$ cat config.mk
export PLATFORM = sky130hd
export DESIGN_NAME = counting_semaphore_table
export DESIGN_NICKNAME = d
export VERILOG_FILES = /design/src/rtl/cst_pkg.sv /design/src/rtl/cst_slot_store.sv /design/src/rtl/counting_semaphore_table.sv
export SDC_FILE = /design/constraint.sdc
export NUM_CORES = 2
export LEC_CHECK = 0
export BUFFER_PORTS_ARGS = -buffer_cell sky130_fd_sc_hd__buf_2
export CORE_UTILIZATION = 30
export CTS_CLUSTER_DIAMETER = 30
export DETAILED_ROUTE_END_ITERATION = 10
export GPL_TIMING_DRIVEN = 0
export PLACE_DENSITY = 0.43
export SYNTH_ARGS = -nofsm -noshare
export SYNTH_HDL_FRONTEND = slang
export SYNTH_HIERARCHICAL = 1
export SYNTH_SLANG_ARGS = --single-unit
$ cat constraint.sdc
create_clock -name i_clk -period 7.6 [get_ports i_clk]
set_input_delay 0.38 -clock i_clk [delete_from_list [all_inputs] [get_ports i_clk]]
set_output_delay 0.38 -clock i_clk [all_outputs]
set_load 0.05 [all_outputs]
$ cat src/rtl/cst_pkg.sv
package cst_pkg;

    // Default sizing
    localparam int DEF_NUM_SEMS     = 20;
    localparam int DEF_RING_SLOTS   = 10;
    localparam int DEF_TASK_ID_BITS = 6;

    // Fixed field widths
    localparam int TAG_W      = 32;
    localparam int INIT_W     = 15;
    localparam int SEM_IDX_W  = 5;
    localparam int TASK_W     = 6;
    localparam int SLOT_W     = 5;
    localparam int COUNT_W    = 16;

    // Count saturation limits, two's complement
    localparam logic [COUNT_W-1:0] COUNT_MIN = 16'h8000;
    localparam logic [COUNT_W-1:0] COUNT_MAX = 16'h7FFF;

    localparam logic STS_OK   = 1'b0;
    localparam logic STS_FAIL = 1'b1;

    typedef enum logic [1:0] {
        ACT_OPEN   = 2'd0,
        ACT_WAIT   = 2'd1,
        ACT_POST   = 2'd2,
        ACT_UNLINK = 2'd3
    } t_action;

    typedef struct packed {
        t_action                action;
        logic [TAG_W-1:0]       name_tag;
        logic [INIT_W-1:0]      initial_count;
        logic [SEM_IDX_W-1:0]   sem_index;
        logic [TASK_W-1:0]      task_id;
    } t_request;

    typedef struct packed {
        logic                   status;
        logic [SLOT_W-1:0]      slot_index;
        logic                   must_block;
        logic                   wake_valid;
        logic [TASK_W-1:0]      wake_task;
    } t_result;

    // Per-slot header; count is two's complement
    typedef struct packed {
        logic                   used;
        logic [COUNT_W-1:0]     count;
        logic [TAG_W-1:0]       tag;
    } t_slot_hdr;

    typedef struct packed {
        logic                   rd;
        logic                   wr;
        logic                   clr;
    } t_slot_cmd;

endpackage

$ cat src/rtl/cst_slot_store.sv
module cst_slot_store
    import cst_pkg::*;
#(
    parameter int NUM_SEMS   = DEF_NUM_SEMS,
    parameter int RING_SLOTS = DEF_RING_SLOTS,
    localparam int IDX_W     = (NUM_SEMS > 1) ? $clog2(NUM_SEMS) : 1,
    localparam int RP_W      = $clog2(RING_SLOTS)
) (
    input  logic              i_clk,
    input  logic              i_rst_n,
    input  t_slot_cmd         i_cmd,
    input  logic [IDX_W-1:0]  i_rd_addr,
    input  logic [IDX_W-1:0]  i_wr_addr,
    input  t_slot_hdr         i_wr_hdr,
    input  logic [RP_W-1:0]   i_wr_head,
    input  logic [RP_W-1:0]   i_wr_tail,
    output t_slot_hdr         o_rd_hdr,
    output logic [RP_W-1:0]   o_rd_head,
    output logic [RP_W-1:0]   o_rd_tail
);

    t_slot_hdr           r_mem_hdr [NUM_SEMS];
    logic [2*RP_W-1:0]   r_mem_ptr [NUM_SEMS];
    logic [NUM_SEMS-1:0] r_vld;

    t_slot_hdr           r_rd_hdr;
    logic [2*RP_W-1:0]   r_rd_ptr;
    logic                r_rd_ok;

    always_ff @(posedge i_clk) begin
        if (i_cmd.wr) begin
            r_mem_hdr[i_wr_addr] <= i_wr_hdr;
            r_mem_ptr[i_wr_addr] <= {i_wr_head, i_wr_tail};
        end
        if (i_cmd.rd) begin
            r_rd_hdr <= r_mem_hdr[i_rd_addr];
            r_rd_ptr <= r_mem_ptr[i_rd_addr];
        end
    end

    // Entry valid bits: an invalid entry reads as the reset value
    always_ff @(posedge i_clk) begin
        if (!i_rst_n) begin
            r_vld   <= '0;
            r_rd_ok <= 1'b0;
        end else begin
            if (i_cmd.wr) begin
                r_vld[i_wr_addr] <= 1'b1;
            end else if (i_cmd.clr) begin
                r_vld[i_wr_addr] <= 1'b0;
            end
            if (i_cmd.rd) begin
                r_rd_ok <= r_vld[i_rd_addr];
            end
        end
    end

    assign o_rd_hdr  = r_rd_ok ? r_rd_hdr : '0;
    assign o_rd_head = r_rd_ok ? r_rd_ptr[2*RP_W-1:RP_W] : '0;
    assign o_rd_tail = r_rd_ok ? r_rd_ptr[RP_W-1:0] : RP_W'(RING_SLOTS - 1);

endmodule

$ cat src/rtl/counting_semaphore_table.sv
// Counting semaphore table with a FIFO wait ring per semaphore.
//
// Request channel: a request on i_req is taken at a rising edge with start
// high and busy low. busy stays high while the request is worked on.
// Result channel: exactly one result per request, shown on o_result for one
// cycle with o_done high. The receiver cannot stall; o_done is a strobe.
// The next request may be taken in the same cycle that o_done is high.
//
// Steps from accept to o_done:
//   wait, post with index past table: range check only
//   wait, post without wake-up: slot read, update
//   post with wake-up: slot read, update, extra ring memory read
//   open, unlink: slot scan, one slot per cycle through the shared
//                 tag comparator; a tag match ends the scan early.
// Slot headers sit in a memory with one read and one write port; the scan
// rate is set by that single read port.
// Reset: synchronous, active low. Slot valid bits are cleared at once, so
// all slots read as unused, count 0, tag 0, empty ring; no clearing pass.
module counting_semaphore_table
    import cst_pkg::*;
#(
    parameter int NUM_SEMS     = DEF_NUM_SEMS,
    parameter int RING_SLOTS   = DEF_RING_SLOTS,
    parameter int TASK_ID_BITS = DEF_TASK_ID_BITS
) (
    input  logic     i_clk,
    input  logic     i_rst_n,
    input  logic     start,
    input  t_request i_req,
    output logic     busy,
    output logic     o_done,
    output t_result  o_result
);

    localparam int IDX_W      = (NUM_SEMS > 1) ? $clog2(NUM_SEMS) : 1;
    localparam int SC_W       = $clog2(NUM_SEMS + 1);
    localparam int RP_W       = $clog2(RING_SLOTS);
    localparam int RING_DEPTH = NUM_SEMS * RING_SLOTS;
    localparam int RA_W       = $clog2(RING_DEPTH);

    typedef enum logic [2:0] {
        S_IDLE,
        S_SLOT_RD,
        S_SCAN,
        S_EXEC,
        S_POP
    } t_state;

    t_state              r_state, n_state;
    t_request            r_req, n_req;
    logic [IDX_W-1:0]    r_idx, n_idx;
    logic [SC_W-1:0]     r_iss_idx, n_iss_idx;
    logic                r_chk_vld, n_chk_vld;
    logic [IDX_W-1:0]    r_chk_idx, n_chk_idx;
    logic                r_free_found, n_free_found;
    logic [IDX_W-1:0]    r_free_idx, n_free_idx;
    logic                r_done, n_done;
    t_result             r_out, n_out;

    t_slot_cmd           slot_cmd;
    logic [IDX_W-1:0]    slot_rd_addr;
    logic [IDX_W-1:0]    slot_wr_addr;
    t_slot_hdr           slot_wr_hdr;
    logic [RP_W-1:0]     slot_wr_head;
    logic [RP_W-1:0]     slot_wr_tail;
    t_slot_hdr           slot_rd_hdr;
    logic [RP_W-1:0]     slot_rd_head;
    logic [RP_W-1:0]     slot_rd_tail;

    logic [TASK_ID_BITS-1:0] r_ring_mem [RING_DEPTH];
    logic [TASK_ID_BITS-1:0] r_ring_q;
    logic                    ring_wr;
    logic                    ring_rd;
    logic [RA_W-1:0]         ring_wr_addr;
    logic [RA_W-1:0]         ring_rd_addr;
    logic [TASK_ID_BITS-1:0] ring_wr_data;

    function automatic logic [RP_W-1:0] f_ring_next(input logic [RP_W-1:0] p);
        f_ring_next = (p == RP_W'(RING_SLOTS - 1)) ? '0 : p + RP_W'(1);
    endfunction

    function automatic logic [RA_W-1:0] f_ring_addr(input logic [IDX_W-1:0] s,
                                                    input logic [RP_W-1:0]  p);
        f_ring_addr = RA_W'(s) * RA_W'(RING_SLOTS) + RA_W'(p);
    endfunction

    cst_slot_store #(
        .NUM_SEMS   (NUM_SEMS),
        .RING_SLOTS (RING_SLOTS)
    ) u_slot_store (
        .i_clk      (i_clk),
        .i_rst_n    (i_rst_n),
        .i_cmd      (slot_cmd),
        .i_rd_addr  (slot_rd_addr),
        .i_wr_addr  (slot_wr_addr),
        .i_wr_hdr   (slot_wr_hdr),
        .i_wr_head  (slot_wr_head),
        .i_wr_tail  (slot_wr_tail),
        .o_rd_hdr   (slot_rd_hdr),
        .o_rd_head  (slot_rd_head),
        .o_rd_tail  (slot_rd_tail)
    );

    // Task ring storage, one row of RING_SLOTS entries per semaphore
    always_ff @(posedge i_clk) begin
        if (ring_wr) begin
            r_ring_mem[ring_wr_addr] <= ring_wr_data;
        end
        if (ring_rd) begin
            r_ring_q <= r_ring_mem[ring_rd_addr];
        end
    end

    always_comb begin
        logic               v_idx_ok;
        logic [IDX_W-1:0]   v_req_idx;
        logic               v_is_wait;
        logic [COUNT_W-1:0] v_sum;
        logic               v_sat;
        logic [COUNT_W-1:0] v_cnt;
        logic [RP_W-1:0]    v_tail_n;
        logic [RP_W-1:0]    v_tail_nn;

        n_state      = r_state;
        n_req        = r_req;
        n_idx        = r_idx;
        n_iss_idx    = r_iss_idx;
        n_chk_vld    = r_chk_vld;
        n_chk_idx    = r_chk_idx;
        n_free_found = r_free_found;
        n_free_idx   = r_free_idx;
        n_done       = 1'b0;
        n_out        = r_out;

        slot_cmd     = '0;
        slot_rd_addr = '0;
        slot_wr_addr = r_idx;
        slot_wr_hdr  = slot_rd_hdr;
        slot_wr_head = slot_rd_head;
        slot_wr_tail = slot_rd_tail;

        ring_wr      = 1'b0;
        ring_rd      = 1'b0;
        ring_wr_addr = '0;
        ring_rd_addr = '0;
        ring_wr_data = TASK_ID_BITS'(r_req.task_id);

        v_idx_ok  = (32'(r_req.sem_index) < 32'(NUM_SEMS));
        v_req_idx = IDX_W'(r_req.sem_index);
        v_is_wait = (r_req.action == ACT_WAIT);

        // Shared count adder with saturation
        v_sum = slot_rd_hdr.count + (v_is_wait ? {COUNT_W{1'b1}} : COUNT_W'(1));
        v_sat = v_is_wait ? (slot_rd_hdr.count == COUNT_MIN)
                          : (slot_rd_hdr.count == COUNT_MAX);
        v_cnt = v_sat ? slot_rd_hdr.count : v_sum;

        v_tail_n  = f_ring_next(slot_rd_tail);
        v_tail_nn = f_ring_next(v_tail_n);

        case (r_state)
            S_IDLE: begin
                if (start) begin
                    n_req        = i_req;
                    n_iss_idx    = '0;
                    n_chk_vld    = 1'b0;
                    n_free_found = 1'b0;
                    if (i_req.action == ACT_OPEN || i_req.action == ACT_UNLINK) begin
                        n_state = S_SCAN;
                    end else begin
                        n_state = S_SLOT_RD;
                    end
                end
            end

            S_SLOT_RD: begin
                if (v_idx_ok) begin
                    slot_cmd.rd  = 1'b1;
                    slot_rd_addr = v_req_idx;
                    n_idx        = v_req_idx;
                    n_state      = S_EXEC;
                end else begin
                    n_out        = '0;
                    n_out.status = STS_FAIL;
                    n_done       = 1'b1;
                    n_state      = S_IDLE;
                end
            end

            // Issue one slot read per cycle; compare the previous read's tag
            S_SCAN: begin
                if (r_iss_idx < SC_W'(NUM_SEMS)) begin
                    slot_cmd.rd  = 1'b1;
                    slot_rd_addr = r_iss_idx[IDX_W-1:0];
                    n_chk_vld    = 1'b1;
                    n_chk_idx    = r_iss_idx[IDX_W-1:0];
                    n_iss_idx    = r_iss_idx + SC_W'(1);
                end else begin
                    n_chk_vld    = 1'b0;
                end

                if (r_chk_vld) begin
                    if (slot_rd_hdr.tag == r_req.name_tag) begin
                        n_out            = '0;
                        n_out.status     = STS_OK;
                        n_out.slot_index = SLOT_W'(r_chk_idx);
                        n_done           = 1'b1;
                        n_state          = S_IDLE;
                        if (r_req.action == ACT_UNLINK) begin
                            slot_cmd.clr = 1'b1;
                            slot_wr_addr = r_chk_idx;
                        end
                    end else if (!slot_rd_hdr.used && !r_free_found) begin
                        n_free_found = 1'b1;
                        n_free_idx   = r_chk_idx;
                    end
                end else if (r_iss_idx == SC_W'(NUM_SEMS)) begin
                    // Scan over, no tag match
                    n_out   = '0;
                    n_done  = 1'b1;
                    n_state = S_IDLE;
                    if (r_req.action == ACT_OPEN && r_free_found) begin
                        slot_cmd.wr        = 1'b1;
                        slot_wr_addr       = r_free_idx;
                        slot_wr_hdr.used   = 1'b1;
                        slot_wr_hdr.count  = COUNT_W'(r_req.initial_count);
                        slot_wr_hdr.tag    = r_req.name_tag;
                        slot_wr_head       = '0;
                        slot_wr_tail       = RP_W'(RING_SLOTS - 1);
                        n_out.status       = STS_OK;
                        n_out.slot_index   = SLOT_W'(r_free_idx);
                    end else begin
                        n_out.status       = STS_FAIL;
                    end
                end
            end

            S_EXEC: begin
                slot_cmd.wr       = 1'b1;
                slot_wr_addr      = r_idx;
                slot_wr_hdr.count = v_cnt;
                n_out             = '0;
                n_out.status      = STS_OK;
                n_out.slot_index  = SLOT_W'(r_idx);
                if (v_is_wait) begin
                    if (v_cnt[COUNT_W-1]) begin
                        n_out.must_block = 1'b1;
                        // full ring: task dropped, count still moves
                        if (v_tail_nn != slot_rd_head) begin
                            slot_wr_tail = v_tail_n;
                            ring_wr      = 1'b1;
                            ring_wr_addr = f_ring_addr(r_idx, v_tail_n);
                        end
                    end
                    n_done  = 1'b1;
                    n_state = S_IDLE;
                end else if ((v_cnt[COUNT_W-1] || v_cnt == '0)
                             && v_tail_n != slot_rd_head) begin
                    slot_wr_head = f_ring_next(slot_rd_head);
                    ring_rd      = 1'b1;
                    ring_rd_addr = f_ring_addr(r_idx, slot_rd_head);
                    n_state      = S_POP;
                end else begin
                    n_done  = 1'b1;
                    n_state = S_IDLE;
                end
            end

            S_POP: begin
                n_out.wake_valid = 1'b1;
                n_out.wake_task  = TASK_W'(r_ring_q);
                n_done           = 1'b1;
                n_state          = S_IDLE;
            end

            default: begin
                n_state = S_IDLE;
            end
        endcase
    end

    always_ff @(posedge i_clk) begin
        r_req      <= n_req;
        r_idx      <= n_idx;
        r_chk_idx  <= n_chk_idx;
        r_free_idx <= n_free_idx;
        r_out      <= n_out;
        if (!i_rst_n) begin
            r_state      <= S_IDLE;
            r_iss_idx    <= '0;
            r_chk_vld    <= 1'b0;
            r_free_found <= 1'b0;
            r_done       <= 1'b0;
        end else begin
            r_state      <= n_state;
            r_iss_idx    <= n_iss_idx;
            r_chk_vld    <= n_chk_vld;
            r_free_found <= n_free_found;
            r_done       <= n_done;
        end
    end

    assign busy     = (r_state != S_IDLE);
    assign o_done   = r_done;
    assign o_result = r_out;

    // A result only follows a cycle of work
    a_done_after_busy: assert property (@(posedge i_clk) disable iff (!i_rst_n)
        o_done |-> $past(busy))
        else $error("result strobe without preceding work");

    // An accepted request always starts work
    a_accept_busy: assert property (@(posedge i_clk) disable iff (!i_rst_n)
        (start && !busy) |=> busy)
        else $error("accepted request did not start");

    // Wake-up only reported for a post
    a_wake_on_post: assert property (@(posedge i_clk) disable iff (!i_rst_n)
        (o_done && o_result.wake_valid) |-> (r_req.action == ACT_POST))
        else $error("wake-up reported for a non-post request");

    // Block only reported for a wait
    a_block_on_wait: assert property (@(posedge i_clk) disable iff (!i_rst_n)
        (o_done && o_result.must_block) |-> (r_req.action == ACT_WAIT))
        else $error("block reported for a non-wait request");

endmodule

==> results.toml <==
[status]
status = "finished with violations"
violations = "capacitance limit, slew limit, setup timing"

[floorplanning]
fp.dieH_um = 583
num_rows = 212
io_pins = 79
fp.coreArea_um2 = 334000
initial_utilization_pct = 30.2
fp.dieW_um = 583
dieArea_um2 = 339000

[power_and_ir_drop]
p_total_w = 0.0443
internal_power_w = 0.0336
switching_share_pct = 24.2
sequentialPowerShare_pct = 35.9
vdd_drop_max_v = 0.000235
power_frac_comb_pct = 7.3
power_density_nw_per_um2 = 335
p_sw_w = 0.0107
p_clk_share_pct = 56.8
leakage_nw = 43.5

[logic_synthesis]
synth.net_count = 6342
yosys-top-cells-count = "2492 x edfxtp_1, 503 x nor2_1, 367 x nand2_1"
ys_seq_elements = 2524
synth_top_area_share_pct = 74.0
yosysMostFrequentCell = "edfxtp_1"
ys_warn_count = 6
synth_edf_count = 2492
synth_top_area_cell = "edfxtp_1"
synth_cell_types = 103
synth_area_per_cell_um2 = 16.2
synthTopCellsByArea = "edfxtp_1 74%, mux4_2 3.3%, mux2i_1 3.2%"
synth-seq-area-share_pct = 74.6
syn_inst = 6259
synthFlopType = "edfxtp_1"
postSynth.asyncResetShare_pct = 0
synth_area_um2 = 101000

[setup_path]
startpoint_type = "flip-flop"
crit_type = "reg -> reg"
worstSetupEndpoint = "r_ring_q[5]"
cpMaxStageDelayCell = "nor4_1"
slowest_delay_ns = 0.83
path_buf_inv = 7
path_cells = "clkbuf_4 -> clkbuf_4 -> and2_4 -> xnor2_1 -> ha_1 -> or4_1 -> nor4_1 -> a21oi_1 -> xnor2_1 -> nor4_1 -> nand4_1 -> o41ai_4 -> buf_4 -> buf_4 -> o21ai_1 -> clkbuf_2 -> clkbuf_2 -> a21oi_1 -> nor4_1 -> o32a_1 -> nor4bb_2 -> buf_4"
ff2ff_path_depth = 22
worstSetupStartpoint = "u_slot_store/r_rd_ok"
r2r-start = "u_slot_store/r_rd_ok"
cp_top_family = "buffers and inverters"
cp.required_ns = 8.47
end_kind = "flip-flop"
cp.depth = 22
r2r_slack_ns = -0.23
path_max_fanout = 10
critPathArrivalTime_ns = 8.71
r2r-end = "r_ring_q[5]"

[global_route]
grt_start_max_net_pins = 50
grt_pass1_vias = 66900
grt_use_total_pct = 25.5
antenna_found_initial = 44
overflow = 0
grt_pass1_wl_um = 587000

[timing]
hold_violations = 0
skew_ns = 0.0763
worst_pin_slew_ns = 1.76
worst_slack_ns = -0.231
setup_viol = 4
fin_crit_ns = 7.83
maxSlewViolCount = 17
rsz0062_at_grt = "true"
fmax_ghz = 0.128
slew_headroom_pct = -17.5
post-route-period-util_pct = 103

[clock_network]
clk_path_buf_depth = 4
clkTransAtPathRegs_ns = 0.05
cts_root_buf = "clkbuf_16"
numCtsBuffers = 593
clkLatencyLatePin_ns = 1.06
cts_tree = "built"
cts-htree-levels = 6
clkSinkCount = 2524

[placement]
dp.cells = 11000
place_congestion = 0.981
dp_hpwl_um = 302000
portBuffers = 78
place_area_um2 = 111000
dp_slack_ns = -3.09

[flow_run]
cap_violations = 2

[min_path]
hold_path_class = "in -> reg"

[final_layout]
fin_cells = 12200
areaGrowthSynthToFinish_pct = 30.9
nets = 7260
fin_area_um2 = 132000
drive_above_1_share_pct = 22.7

[route]
first_pass_iters = 8
postRouteAntennaNets = 0
drt_wl_total_um = 443000
drt_iter0_drc = 9907
vias = 68000
wl_per_cell_um = 36.3
viasPerCell = 5.58
drc = 0
metal layers:
metal | up-vias | part of all wire (%) | GRT usage, %
li1 | 27100 | - | -
met1 | 35300 | 38 | 31.6
met2 | 4442 | 46 | 40.8
met3 | 1177 | 9.5 | 6.18
met4 | 14 | 6.1 | 14.4
met5 | - | 0.021 | 0
power groups by stage:
stage | Sequential (W) | Combinational [W] | Clock [W]
after floorplan | 0.0162 | 0.00134 | 0
after global placement | 0.0165 | 0.00256 | 0
after detailed placement | 0.0161 | 0.00307 | 0
after CTS | 0.0159 | 0.00315 | 0.0254
after global routing | 0.0159 | 0.00330 | 0.0261
final | 0.0159 | 0.00321 | 0.0252
sequential cells by signal, summed over array words and instances (netlist names), 6 cells and up, named ones only:
| signal | flops |
|---|---|
| u_slot_store/r_rd_hdr | 49 |
| u_slot_store/r_rd_ptr | 8 |
| ring_wr_data | 6 |
| r_req | 54 |
| r_ring_q | 6 |
| u_slot_store/r_mem_ptr | 160 |
| u_slot_store/r_mem_hdr | 980 |
| o_result | 14 |
| r_ring_mem | 1200 |
cell usage in the layout (no fill, tap or decap), types with 29 or more instances in the layout:
cell type and n:
xor2_1 46, buf_12 63, clkinv_1 122, buf_2 162, a22o_1 54, and2_1 61
nand2_1 363, clkbuf_16 601, a21oi_1 206, inv_1 87, buf_4 88, o211ai_1 31
bufinv_16 72, clkinvlp_4 34, mux4_1 34, o21a_1 47, nand3_1 78, mux2i_1 320
diode_2 30, clkinv_2 78, nor4_1 74, nor2_2 74, o22ai_1 245, o221ai_1 56
clkbuf_2 77, mux4_2 150, clkbuf_1 228, nor2_1 409, nor3_1 88, o21ai_0 212
buf_16 67, dlygate4sd3_1 69, dfxtp_1 32, edfxtp_1 2492, nor2b_1 29, a22oi_1 34
a221oi_1 37, mux2_2 31, nand2b_1 29, a31oi_1 53
kinds of logic after synthesis:
family	after synthesis	share of synthesized area [%]
compound gates	1253	8.33
buf+inv	485	2.16
mux	535	7.74
simple gates	1371	6.24
fa+ha+maj	20	0.270
xor+xnor	71	0.615
flops	2524	74.6
worst reg2reg max path: cells and delay by family, from the launching register on:
family	cells	cell delay (ns)
buffers and inverters	7	2.74
AND/OR/NAND/NOR	7	2.46
adder cells (fa/ha/maj)	1	0.28
flip-flops	1	0.40
XOR/XNOR	2	0.54
AO/OA/AOI/OAI	5	1.27
how the worst min path moves through the flow:
stage / from / to / slack [ns] / cells after the start
floorplan: r_req[6] / r_idx[0] / 0.43 / 0
global route: i_req[41] / r_req[41] / 0.04 / 2
finish: i_req[42] / r_req[42] / 0.05 / 2
global placement: r_chk_idx[0] / r_free_idx[0] / 0.47 / 0
detailed placement: r_chk_idx[1] / r_free_idx[1] / 0.48 / 0
CTS: i_req[33] / r_req[33] / 0.002 / 2
layout make-up:
class | instances | area [µm²]
Clock buffer | 704 | 15400
Fill cell | 30900 | 202000
Antenna cell | 30 | 75.1
Tap cell | 4494 | 5620
Clock inverter | 374 | 4430
Inverter | 89 | 337
Sequential cell | 2524 | 75500
Multi-Input combinational cell | 3250 | 24200
Timing Repair Buffer | 327 | 4580
Buffer | 392 | 2160
per-stage QoR:
stage,TNS [ns],hold WS [ns],util (%)
4_1_cts,0,0.00199,39.4
2_1_floorplan,0,0.426,-
5_1_grt,-0.823,0.0353,39.5
3_3_place_gp,-7679.23,0.472,32.0
3_5_place_dp,-1911.13,0.481,33.1
6_report,-0.622,0.0498,39.6
repair_timing:
action | CTS | global route
endpoints found under the hold margin | 72 | 0
gates resized for setup | 172 | 95
pin swaps | 8 | 3
hold buffers | 69 | 0
endpoints found under the setup margin | 1374 | 416
buffers inserted | 19 | 8
Power figures use the tool's default switching activity.
